### src/hw/rtl/qdec_pkg.sv
// shared types, constants and the x4 step table for the dual quadrature decoder
// no dependencies
package qdec_pkg;

    localparam int NUM_LANES         = 2;
    localparam int LEVEL_W           = 2;
    localparam int OUT_W             = 32;
    localparam int COUNT_WIDTH_DEF   = 32;
    localparam int CFG_INDEX_W       = 8;
    localparam int CFG_DATA_W        = 32;

    typedef enum logic [1:0] {
        STEP_NONE,
        STEP_UP,
        STEP_DOWN
    } step_t;

    typedef enum logic [CFG_INDEX_W-1:0] {
        REG_INVERT_A = 8'd0,
        REG_INVERT_B = 8'd1
    } cfg_reg_t;

    // indexed by {previous levels, current levels}
    localparam step_t STEP_TABLE [16] = '{
        STEP_NONE, STEP_UP,   STEP_DOWN, STEP_NONE,
        STEP_DOWN, STEP_NONE, STEP_NONE, STEP_UP,
        STEP_UP,   STEP_NONE, STEP_NONE, STEP_DOWN,
        STEP_NONE, STEP_DOWN, STEP_UP,   STEP_NONE
    };

    typedef struct packed {
        logic signed [OUT_W-1:0] position_a;
        logic signed [OUT_W-1:0] position_b;
        logic [OUT_W-1:0]        steps_a;
        logic [OUT_W-1:0]        steps_b;
        logic [OUT_W-1:0]        invalid_a;
        logic [OUT_W-1:0]        invalid_b;
        logic [OUT_W-1:0]        toggles_a_phase_a;
        logic [OUT_W-1:0]        toggles_a_phase_b;
        logic [OUT_W-1:0]        toggles_b_phase_a;
        logic [OUT_W-1:0]        toggles_b_phase_b;
    } result_t;

    function automatic step_t decode_step(input logic [LEVEL_W-1:0] prev,
                                          input logic [LEVEL_W-1:0] cur);
        return STEP_TABLE[{prev, cur}];
    endfunction

endpackage

### src/hw/rtl/dual_quadrature_decoder.sv
// Dual x4 quadrature decoder. Every accepted word is one sample of both encoders
// and is decoded by two identical lanes, one per encoder; a word can be accepted
// on every cycle while s_ready is high. The result word on the m_ channel is a
// registered word that carries the counts after the update. A two-entry output
// buffer keeps the input side open for one more word while the output stalls, so
// s_ready drops only once both entries hold results. A restart word (cmd high) zeroes
// every counter and takes its levels as the previous levels. Configuration writes are
// always taken (cfg_ready is tied high); indexes past invert_b are ignored.
// depends on qdec_pkg, qdec_lane, qdec_merge
module dual_quadrature_decoder import qdec_pkg::*; #(
    parameter int COUNT_WIDTH = COUNT_WIDTH_DEF
) (
    input  logic                    aclk,
    input  logic                    aresetn,

    input  logic                    cfg_valid,
    output logic                    cfg_ready,
    input  logic [CFG_INDEX_W-1:0]  cfg_index,
    input  logic [CFG_DATA_W-1:0]   cfg_wdata,

    input  logic                    s_valid,
    output logic                    s_ready,
    input  logic                    s_cmd,
    input  logic [LEVEL_W-1:0]      s_levels_a,
    input  logic [LEVEL_W-1:0]      s_levels_b,

    output logic                    m_valid,
    input  logic                    m_ready,
    output logic signed [OUT_W-1:0] m_position_a,
    output logic signed [OUT_W-1:0] m_position_b,
    output logic [OUT_W-1:0]        m_steps_a,
    output logic [OUT_W-1:0]        m_steps_b,
    output logic [OUT_W-1:0]        m_invalid_a,
    output logic [OUT_W-1:0]        m_invalid_b,
    output logic [OUT_W-1:0]        m_toggles_a_phase_a,
    output logic [OUT_W-1:0]        m_toggles_a_phase_b,
    output logic [OUT_W-1:0]        m_toggles_b_phase_a,
    output logic [OUT_W-1:0]        m_toggles_b_phase_b
);

    logic invert_a_reg;
    logic invert_b_reg;
    logic s_fire;

    logic [NUM_LANES-1:0]                    lane_invert;
    logic [NUM_LANES-1:0][LEVEL_W-1:0]       lane_levels;
    logic [NUM_LANES-1:0][COUNT_WIDTH-1:0]   pos_cnt;
    logic [NUM_LANES-1:0][COUNT_WIDTH-1:0]   step_cnt;
    logic [NUM_LANES-1:0][COUNT_WIDTH-1:0]   bad_cnt;
    logic [2*NUM_LANES-1:0][COUNT_WIDTH-1:0] tog_cnt;
    result_t                                 m_result;

    assign cfg_ready = 1'b1;
    assign s_fire    = s_valid && s_ready;

    always_ff @(posedge aclk) begin
        if (!aresetn) begin
            invert_a_reg <= 1'b0;
            invert_b_reg <= 1'b1;
        end else if (cfg_valid) begin
            case (cfg_index)
                REG_INVERT_A: invert_a_reg <= cfg_wdata[0];
                REG_INVERT_B: invert_b_reg <= cfg_wdata[0];
                default: ;
            endcase
        end
    end

    assign lane_invert = {invert_b_reg, invert_a_reg};
    assign lane_levels = {s_levels_b, s_levels_a};

    for (genvar i = 0; i < NUM_LANES; i++) begin : g_lane
        qdec_lane #(
            .COUNT_WIDTH(COUNT_WIDTH)
        ) u_lane (
            .aclk      (aclk),
            .aresetn   (aresetn),
            .item_fire (s_fire),
            .cmd       (s_cmd),
            .levels    (lane_levels[i]),
            .invert    (lane_invert[i]),
            .pos_next  (pos_cnt[i]),
            .step_next (step_cnt[i]),
            .bad_next  (bad_cnt[i]),
            .tog_next  (tog_cnt[2*i+1:2*i])
        );
    end

    qdec_merge #(
        .COUNT_WIDTH(COUNT_WIDTH)
    ) u_merge (
        .aclk     (aclk),
        .aresetn  (aresetn),
        .s_valid  (s_valid),
        .s_ready  (s_ready),
        .pos_cnt  (pos_cnt),
        .step_cnt (step_cnt),
        .bad_cnt  (bad_cnt),
        .tog_cnt  (tog_cnt),
        .m_valid  (m_valid),
        .m_ready  (m_ready),
        .m_result (m_result)
    );

    assign m_position_a        = m_result.position_a;
    assign m_position_b        = m_result.position_b;
    assign m_steps_a           = m_result.steps_a;
    assign m_steps_b           = m_result.steps_b;
    assign m_invalid_a         = m_result.invalid_a;
    assign m_invalid_b         = m_result.invalid_b;
    assign m_toggles_a_phase_a = m_result.toggles_a_phase_a;
    assign m_toggles_a_phase_b = m_result.toggles_a_phase_b;
    assign m_toggles_b_phase_a = m_result.toggles_b_phase_a;
    assign m_toggles_b_phase_b = m_result.toggles_b_phase_b;

`ifndef SYNTHESIS
    // a full skid entry implies the main output entry is full too
    assert property (@(posedge aclk) disable iff (!aresetn)
        !s_ready |-> m_valid)
        else $error("input stalled with no result pending");

    // an unstalled restart shows zero positions, steps_a, invalid_b, toggles_b_phase_b
    assert property (@(posedge aclk) disable iff (!aresetn)
        (s_fire && s_cmd && (!m_valid || m_ready)) |=>
            (m_valid && m_position_a == '0 && m_position_b == '0 &&
             m_steps_a == '0 && m_invalid_b == '0 && m_toggles_b_phase_b == '0))
        else $error("restart did not clear the counts");

    // a sample with unchanged a levels keeps steps_a, invalid_a and toggles_a_phase_a
    assert property (@(posedge aclk) disable iff (!aresetn)
        (s_fire && !s_cmd && (!m_valid || m_ready) && !$past(s_fire && s_cmd) &&
         s_levels_a == $past(s_levels_a) && $past(s_fire) &&
         $past(!m_valid || m_ready)) |=>
            (m_steps_a == $past(m_steps_a) && m_invalid_a == $past(m_invalid_a) &&
             m_toggles_a_phase_a == $past(m_toggles_a_phase_a)))
        else $error("idle encoder a changed its counts");
`endif

endmodule

### src/hw/rtl/qdec_lane.sv
// one encoder lane: previous levels, position, step, invalid and toggle counters
// depends on qdec_pkg
module qdec_lane import qdec_pkg::*; #(
    parameter int COUNT_WIDTH = COUNT_WIDTH_DEF
) (
    input  logic                        aclk,
    input  logic                        aresetn,
    input  logic                        item_fire,
    input  logic                        cmd,
    input  logic [LEVEL_W-1:0]          levels,
    input  logic                        invert,
    output logic [COUNT_WIDTH-1:0]      pos_next,
    output logic [COUNT_WIDTH-1:0]      step_next,
    output logic [COUNT_WIDTH-1:0]      bad_next,
    output logic [1:0][COUNT_WIDTH-1:0] tog_next
);

    localparam logic [COUNT_WIDTH-1:0] ONE = COUNT_WIDTH'(1);

    logic [LEVEL_W-1:0]          prev_reg;
    logic [COUNT_WIDTH-1:0]      pos_reg;
    logic [COUNT_WIDTH-1:0]      step_reg;
    logic [COUNT_WIDTH-1:0]      bad_reg;
    logic [1:0][COUNT_WIDTH-1:0] tog_reg;

    step_t              step;
    logic [LEVEL_W-1:0] diff;
    logic               up;

    assign step = decode_step(prev_reg, levels);
    assign diff = prev_reg ^ levels;
    assign up   = (step == STEP_UP) ^ invert;

    always_comb begin
        pos_next  = pos_reg;
        step_next = step_reg;
        bad_next  = bad_reg;
        tog_next  = tog_reg;
        if (cmd) begin
            pos_next  = '0;
            step_next = '0;
            bad_next  = '0;
            tog_next  = '0;
        end else begin
            if (step == STEP_NONE) begin
                if (diff != '0) begin
                    bad_next = bad_reg + ONE;
                end
            end else begin
                pos_next  = up ? pos_reg + ONE : pos_reg - ONE;
                step_next = step_reg + ONE;
            end
            // slot 0 is phase A (level bit 1), slot 1 is phase B (level bit 0)
            if (diff[1]) begin
                tog_next[0] = tog_reg[0] + ONE;
            end
            if (diff[0]) begin
                tog_next[1] = tog_reg[1] + ONE;
            end
        end
    end

    always_ff @(posedge aclk) begin
        if (!aresetn) begin
            prev_reg <= '0;
            pos_reg  <= '0;
            step_reg <= '0;
            bad_reg  <= '0;
            tog_reg  <= '0;
        end else if (item_fire) begin
            prev_reg <= levels;
            pos_reg  <= pos_next;
            step_reg <= step_next;
            bad_reg  <= bad_next;
            tog_reg  <= tog_next;
        end
    end

endmodule

### src/hw/rtl/qdec_merge.sv
// merges the lane counts into one result word and buffers it in a two-entry skid
// depends on qdec_pkg
module qdec_merge import qdec_pkg::*; #(
    parameter int COUNT_WIDTH = COUNT_WIDTH_DEF
) (
    input  logic                                    aclk,
    input  logic                                    aresetn,
    input  logic                                    s_valid,
    output logic                                    s_ready,
    input  logic [NUM_LANES-1:0][COUNT_WIDTH-1:0]   pos_cnt,
    input  logic [NUM_LANES-1:0][COUNT_WIDTH-1:0]   step_cnt,
    input  logic [NUM_LANES-1:0][COUNT_WIDTH-1:0]   bad_cnt,
    input  logic [2*NUM_LANES-1:0][COUNT_WIDTH-1:0] tog_cnt,
    output logic                                    m_valid,
    input  logic                                    m_ready,
    output result_t                                 m_result
);

    logic [NUM_LANES-1:0][OUT_W-1:0]   pos_view;
    logic [NUM_LANES-1:0][OUT_W-1:0]   step_view;
    logic [NUM_LANES-1:0][OUT_W-1:0]   bad_view;
    logic [2*NUM_LANES-1:0][OUT_W-1:0] tog_view;

    result_t in_word;
    result_t main_reg;
    result_t skid_reg;
    logic    main_valid_reg;
    logic    skid_valid_reg;
    logic    s_fire;

    // position is sign-extended, other counts zero-extended; wider ones are truncated
    for (genvar i = 0; i < NUM_LANES; i++) begin : g_lane_view
        if (COUNT_WIDTH >= OUT_W) begin : g_wide
            assign pos_view[i]  = pos_cnt[i][OUT_W-1:0];
            assign step_view[i] = step_cnt[i][OUT_W-1:0];
            assign bad_view[i]  = bad_cnt[i][OUT_W-1:0];
        end else begin : g_narrow
            assign pos_view[i]  = {{(OUT_W-COUNT_WIDTH){pos_cnt[i][COUNT_WIDTH-1]}},
                                   pos_cnt[i]};
            assign step_view[i] = OUT_W'(step_cnt[i]);
            assign bad_view[i]  = OUT_W'(bad_cnt[i]);
        end
    end

    for (genvar j = 0; j < 2*NUM_LANES; j++) begin : g_tog_view
        if (COUNT_WIDTH >= OUT_W) begin : g_wide
            assign tog_view[j] = tog_cnt[j][OUT_W-1:0];
        end else begin : g_narrow
            assign tog_view[j] = OUT_W'(tog_cnt[j]);
        end
    end

    always_comb begin
        in_word.position_a        = pos_view[0];
        in_word.position_b        = pos_view[1];
        in_word.steps_a           = step_view[0];
        in_word.steps_b           = step_view[1];
        in_word.invalid_a         = bad_view[0];
        in_word.invalid_b         = bad_view[1];
        in_word.toggles_a_phase_a = tog_view[0];
        in_word.toggles_a_phase_b = tog_view[1];
        in_word.toggles_b_phase_a = tog_view[2];
        in_word.toggles_b_phase_b = tog_view[3];
    end

    assign s_ready  = !skid_valid_reg;
    assign s_fire   = s_valid && s_ready;
    assign m_valid  = main_valid_reg;
    assign m_result = main_reg;

    always_ff @(posedge aclk) begin
        if (!aresetn) begin
            main_valid_reg <= 1'b0;
            skid_valid_reg <= 1'b0;
        end else if (!main_valid_reg || m_ready) begin
            if (skid_valid_reg) begin
                main_valid_reg <= 1'b1;
                skid_valid_reg <= 1'b0;
            end else begin
                main_valid_reg <= s_fire;
            end
        end else if (s_fire) begin
            skid_valid_reg <= 1'b1;
        end
    end

    always_ff @(posedge aclk) begin
        if (!main_valid_reg || m_ready) begin
            main_reg <= skid_valid_reg ? skid_reg : in_word;
        end else if (s_fire) begin
            skid_reg <= in_word;
        end
    end

endmodule

### config.mk
export PLATFORM = sky130hd
export DESIGN_NAME = dual_quadrature_decoder
export DESIGN_NICKNAME = d
export VERILOG_FILES = /design/src/hw/rtl/qdec_pkg.sv /design/src/hw/rtl/dual_quadrature_decoder.sv /design/src/hw/rtl/qdec_lane.sv /design/src/hw/rtl/qdec_merge.sv
export SDC_FILE = /design/constraint.sdc
export NUM_CORES = 2
export LEC_CHECK = 0
export ABC_AREA = 1
export BUFFER_PORTS_ARGS = -buffer_cell sky130_fd_sc_hd__buf_4
export CELL_PAD_IN_SITES_DETAIL_PLACEMENT = 0
export CELL_PAD_IN_SITES_GLOBAL_PLACEMENT = 1
export CORE_ASPECT_RATIO = 1.1
export CORE_MARGIN = 2
export CORE_UTILIZATION = 47
export CTS_BUF_LIST = sky130_fd_sc_hd__clkbuf_8
export DETAILED_ROUTE_END_ITERATION = 8
export GPL_TIMING_DRIVEN = 0
export PLACE_DENSITY_LB_ADDON = 0.1
export SLEW_MARGIN = 0
export SYNTH_ARGS = -nofsm -noshare
export SYNTH_HDL_FRONTEND = slang
export SYNTH_SLANG_ARGS = --single-unit
### constraint.sdc
create_clock -name aclk -period 78.8 [get_ports aclk]
set_input_delay 15.76 -clock aclk [delete_from_list [all_inputs] [get_ports aclk]]
set_output_delay 15.76 -clock aclk [all_outputs]
set_load 0.005 [all_outputs]
==> results.ini <==
[detailed_routing]
drcViolationCount=0
route.detailed.wl_per_inst_um=19.58
drt_wl_total_um=148100
drt-pass1-iter-count=7
drt_iter0_drc=3117
vias=40040
routed_via_density=5.293
ant_nets=0

[run_status]
status=finished clean

[setup_path]
cp.arrival_ns=3.52
r2r_setup_slack_ns=74.69
required_ns=63.04
rr_worst_depth=5
r2r_start=u_merge.skid_valid_reg
endpoint_kind=output pin
cp-endpoint=s_ready
crit_fanout=10
critical_path_class=reg2out
critPathLaunch=u_merge.skid_valid_reg
cp-start-kind=register
r2r_end=g_lane[0].u_lane.step_reg[31]

[logic_synthesis]
synthMuxAreaShare_pct=0
synth_xor_xnor_area_share_pct=1.538
syn-instance-count=5609
synth_edf_count=640
async_reset_ff_share_pct=0
seq_area_frac_synth_pct=54.66
yosys.cell_types.count=58
synthesis.nets=5669
syn_area_per_cell_um2=8.410
synth_top_family_by_area=simple AND/OR/NAND/NOR gates
synth_adder_area_share_pct=0.2652
ys.flop_type=edfxtp_1
synth_simple_gate_area_share_pct=19.92
synth_compound_area_share_pct=14.58
synth_area_um2=47170
synth.ff_latch_count=968
yosysWarnings=0

[cts]
cts_buffer_depth=3
cts_tree=done
cts_num_sinks=968
root_buffer=clkbuf_8
clk_latency_ns=0.85
cts_made_buffers=158
hold_buffers=0
postCtsSetupRepairBufs=0
cts.repair.resized=0
clk_pin_slew_worst_paths_ns=0.06
htree_levels=4

[cells_and_area]
seqCellArea_um2=25780
layout.nets=6200
multi_input_area_um2=17130
final_cells=7564
final_core_util_pct=55.31
drive_gt1_share_pct=12.17
mostFrequentLayoutCell=nand2_1
area_growth_pct=16.43
layout_common_cells=1,125 x nand2_1, 892 x inv_1, 742 x o21ai_0, 640 x edfxtp_1, 401 x a21oi_1
n_fill_cell=9501

[floorplanning]
core.rowCount=121
fp.dieH_um=336.3
dieArea_um2=102900
ios=373
initial_utilization_pct=47.50
die_width_um=306.1
core_area_um2=99320

[sta]
worst-slew-pin-transition_ns=1.450
post-route-period-util_pct=24.46
hold_viol=0
setup_viol=0
fin_crit_ns=19.28
skew_ns=0.03650
clock.fmax_mhz=51.87
rsz0062_at_grt=no
drv_slew=0
tns_ns=0
slew_headroom_pct=3.348

[global_routing]
grt_pass1_vias=38380
antenna_found_initial=7
grtUsageTotal_pct=28.47
grt_max_degree=118
grt_pass1_wl_um=225300
overflow=0

[placed_design]
dp.final_hpwl_um=107500
port_buffers=338
dp.cells=7271
gp_congestion=0.9107

[job]
max_cap_viol_count=0

[power]
p_per_area_nw_per_um2=22.10
peakVddDrop_mv=0.02083
p_leak_uw=0.02311

[min_path]
hp-class=reg2reg

[worst min-delay path by stage]
| stage | start | end | cells after the start |
|---|---|---|---|
| 2_1_floorplan | u_merge.skid_reg[0] | u_merge.m_result[0] | 2 |
| 3_3_place_gp | u_merge.skid_reg[263] | u_merge.m_result[263] | 2 |
| 3_5_place_dp | u_merge.skid_reg[290] | u_merge.m_result[290] | 2 |
| 4_1_cts | u_merge.skid_reg[291] | u_merge.m_result[291] | 2 |
| 5_1_grt | u_merge.skid_reg[147] | u_merge.m_result[147] | 2 |
| 6_report | u_merge.skid_reg[49] | u_merge.m_result[49] | 2 |
[critical path, cell delays in order (launching register included)]
cell and delay [ns]:
dfxtp_1 0.40, clkbuf_1 0.68, clkbuf_1 1.02, inv_1 0.33, buf_4 0.25
[power by group]
| part | total [uW] | leakage, uW | switching (uW) | internal (uW) |
|---|---|---|---|---|
| registers | 600 | 0.00939 | 22.8 | 577 |
| logic | 171 | 0.0118 | 112 | 59.1 |
| clock network | 443 | 0.00188 | 206 | 237 |
| total | 1210 | 0.0231 | 341 | 873 |
[cells in the mapped netlist, types with 32 or more instances]
master / instances / area share, %
nand3_1: 240 / 2.5
clkbuf_1: 231 / 1.8
nand2_1: 1125 / 9.0
nor3_1: 140 / 1.5
edfxtp_1: 640 / 41
xor2_1: 32 / 0.59
nor4_1: 41 / 0.54
o21ai_1: 65 / 0.69
nand4_1: 64 / 0.85
o41ai_1: 48 / 0.89
nor2_1: 385 / 3.1
dfxtp_1: 328 / 14
inv_1: 823 / 6.5
a21oi_1: 401 / 4.3
o21ai_0: 742 / 7.9
[metal layers]
| layer | part of all wire (%) | vias up | GRT usage [%] |
|---|---|---|---|
| li1 | - | 19800 | - |
| met1 | 44 | 18880 | 37.85 |
| met2 | 47 | 1107 | 47.33 |
| met3 | 5.1 | 240 | 4.166 |
| met4 | 3.2 | 6 | 10.64 |
| met5 | 0.027 | - | 0 |
[kinds of logic (layout without fill, tap and decap cells)]
family                   after synthesis  in the layout
other                                  1              3
AO/OA/AOI/OAI                       1309           1309
buffers and inverters               1107           1769
AND/OR/NAND/NOR                     2153           2153
flip-flops                           968            968
XOR/XNOR                              61             61
adder cells (fa/ha/maj)               10             10
[cell type report]
cell class	count	share of cell area (%)
flip-flops and latches	968	46.94
multi-input cells	3534	31.19
plain buffers	265	2.025
inverters	842	5.768
clock buffers	178	4.460
diodes	2	0.009112
well taps	1291	2.941
clock inverters	113	1.305
repair buffers	371	5.355
[per-stage QoR]
| stage | total power (uW) | setup WS [ns] | area [um^2] | hold WS [ns] |
|---|---|---|---|---|
| after floorplan | 707.2 | 16.67 | 47170 | 0.5000 |
| after global placement | 792.8 | -39.35 | 51330 | 0.5048 |
| after detailed placement | 780.0 | 59.48 | 51750 | 0.5124 |
| after CTS | 1223 | 59.40 | 54920 | 0.5253 |
| after global routing | 1266 | 59.40 | 54930 | 0.5410 |
| final | 1214 | 59.52 | 54930 | 0.5221 |
No activity file was read; power rests on OpenSTA's default activity.
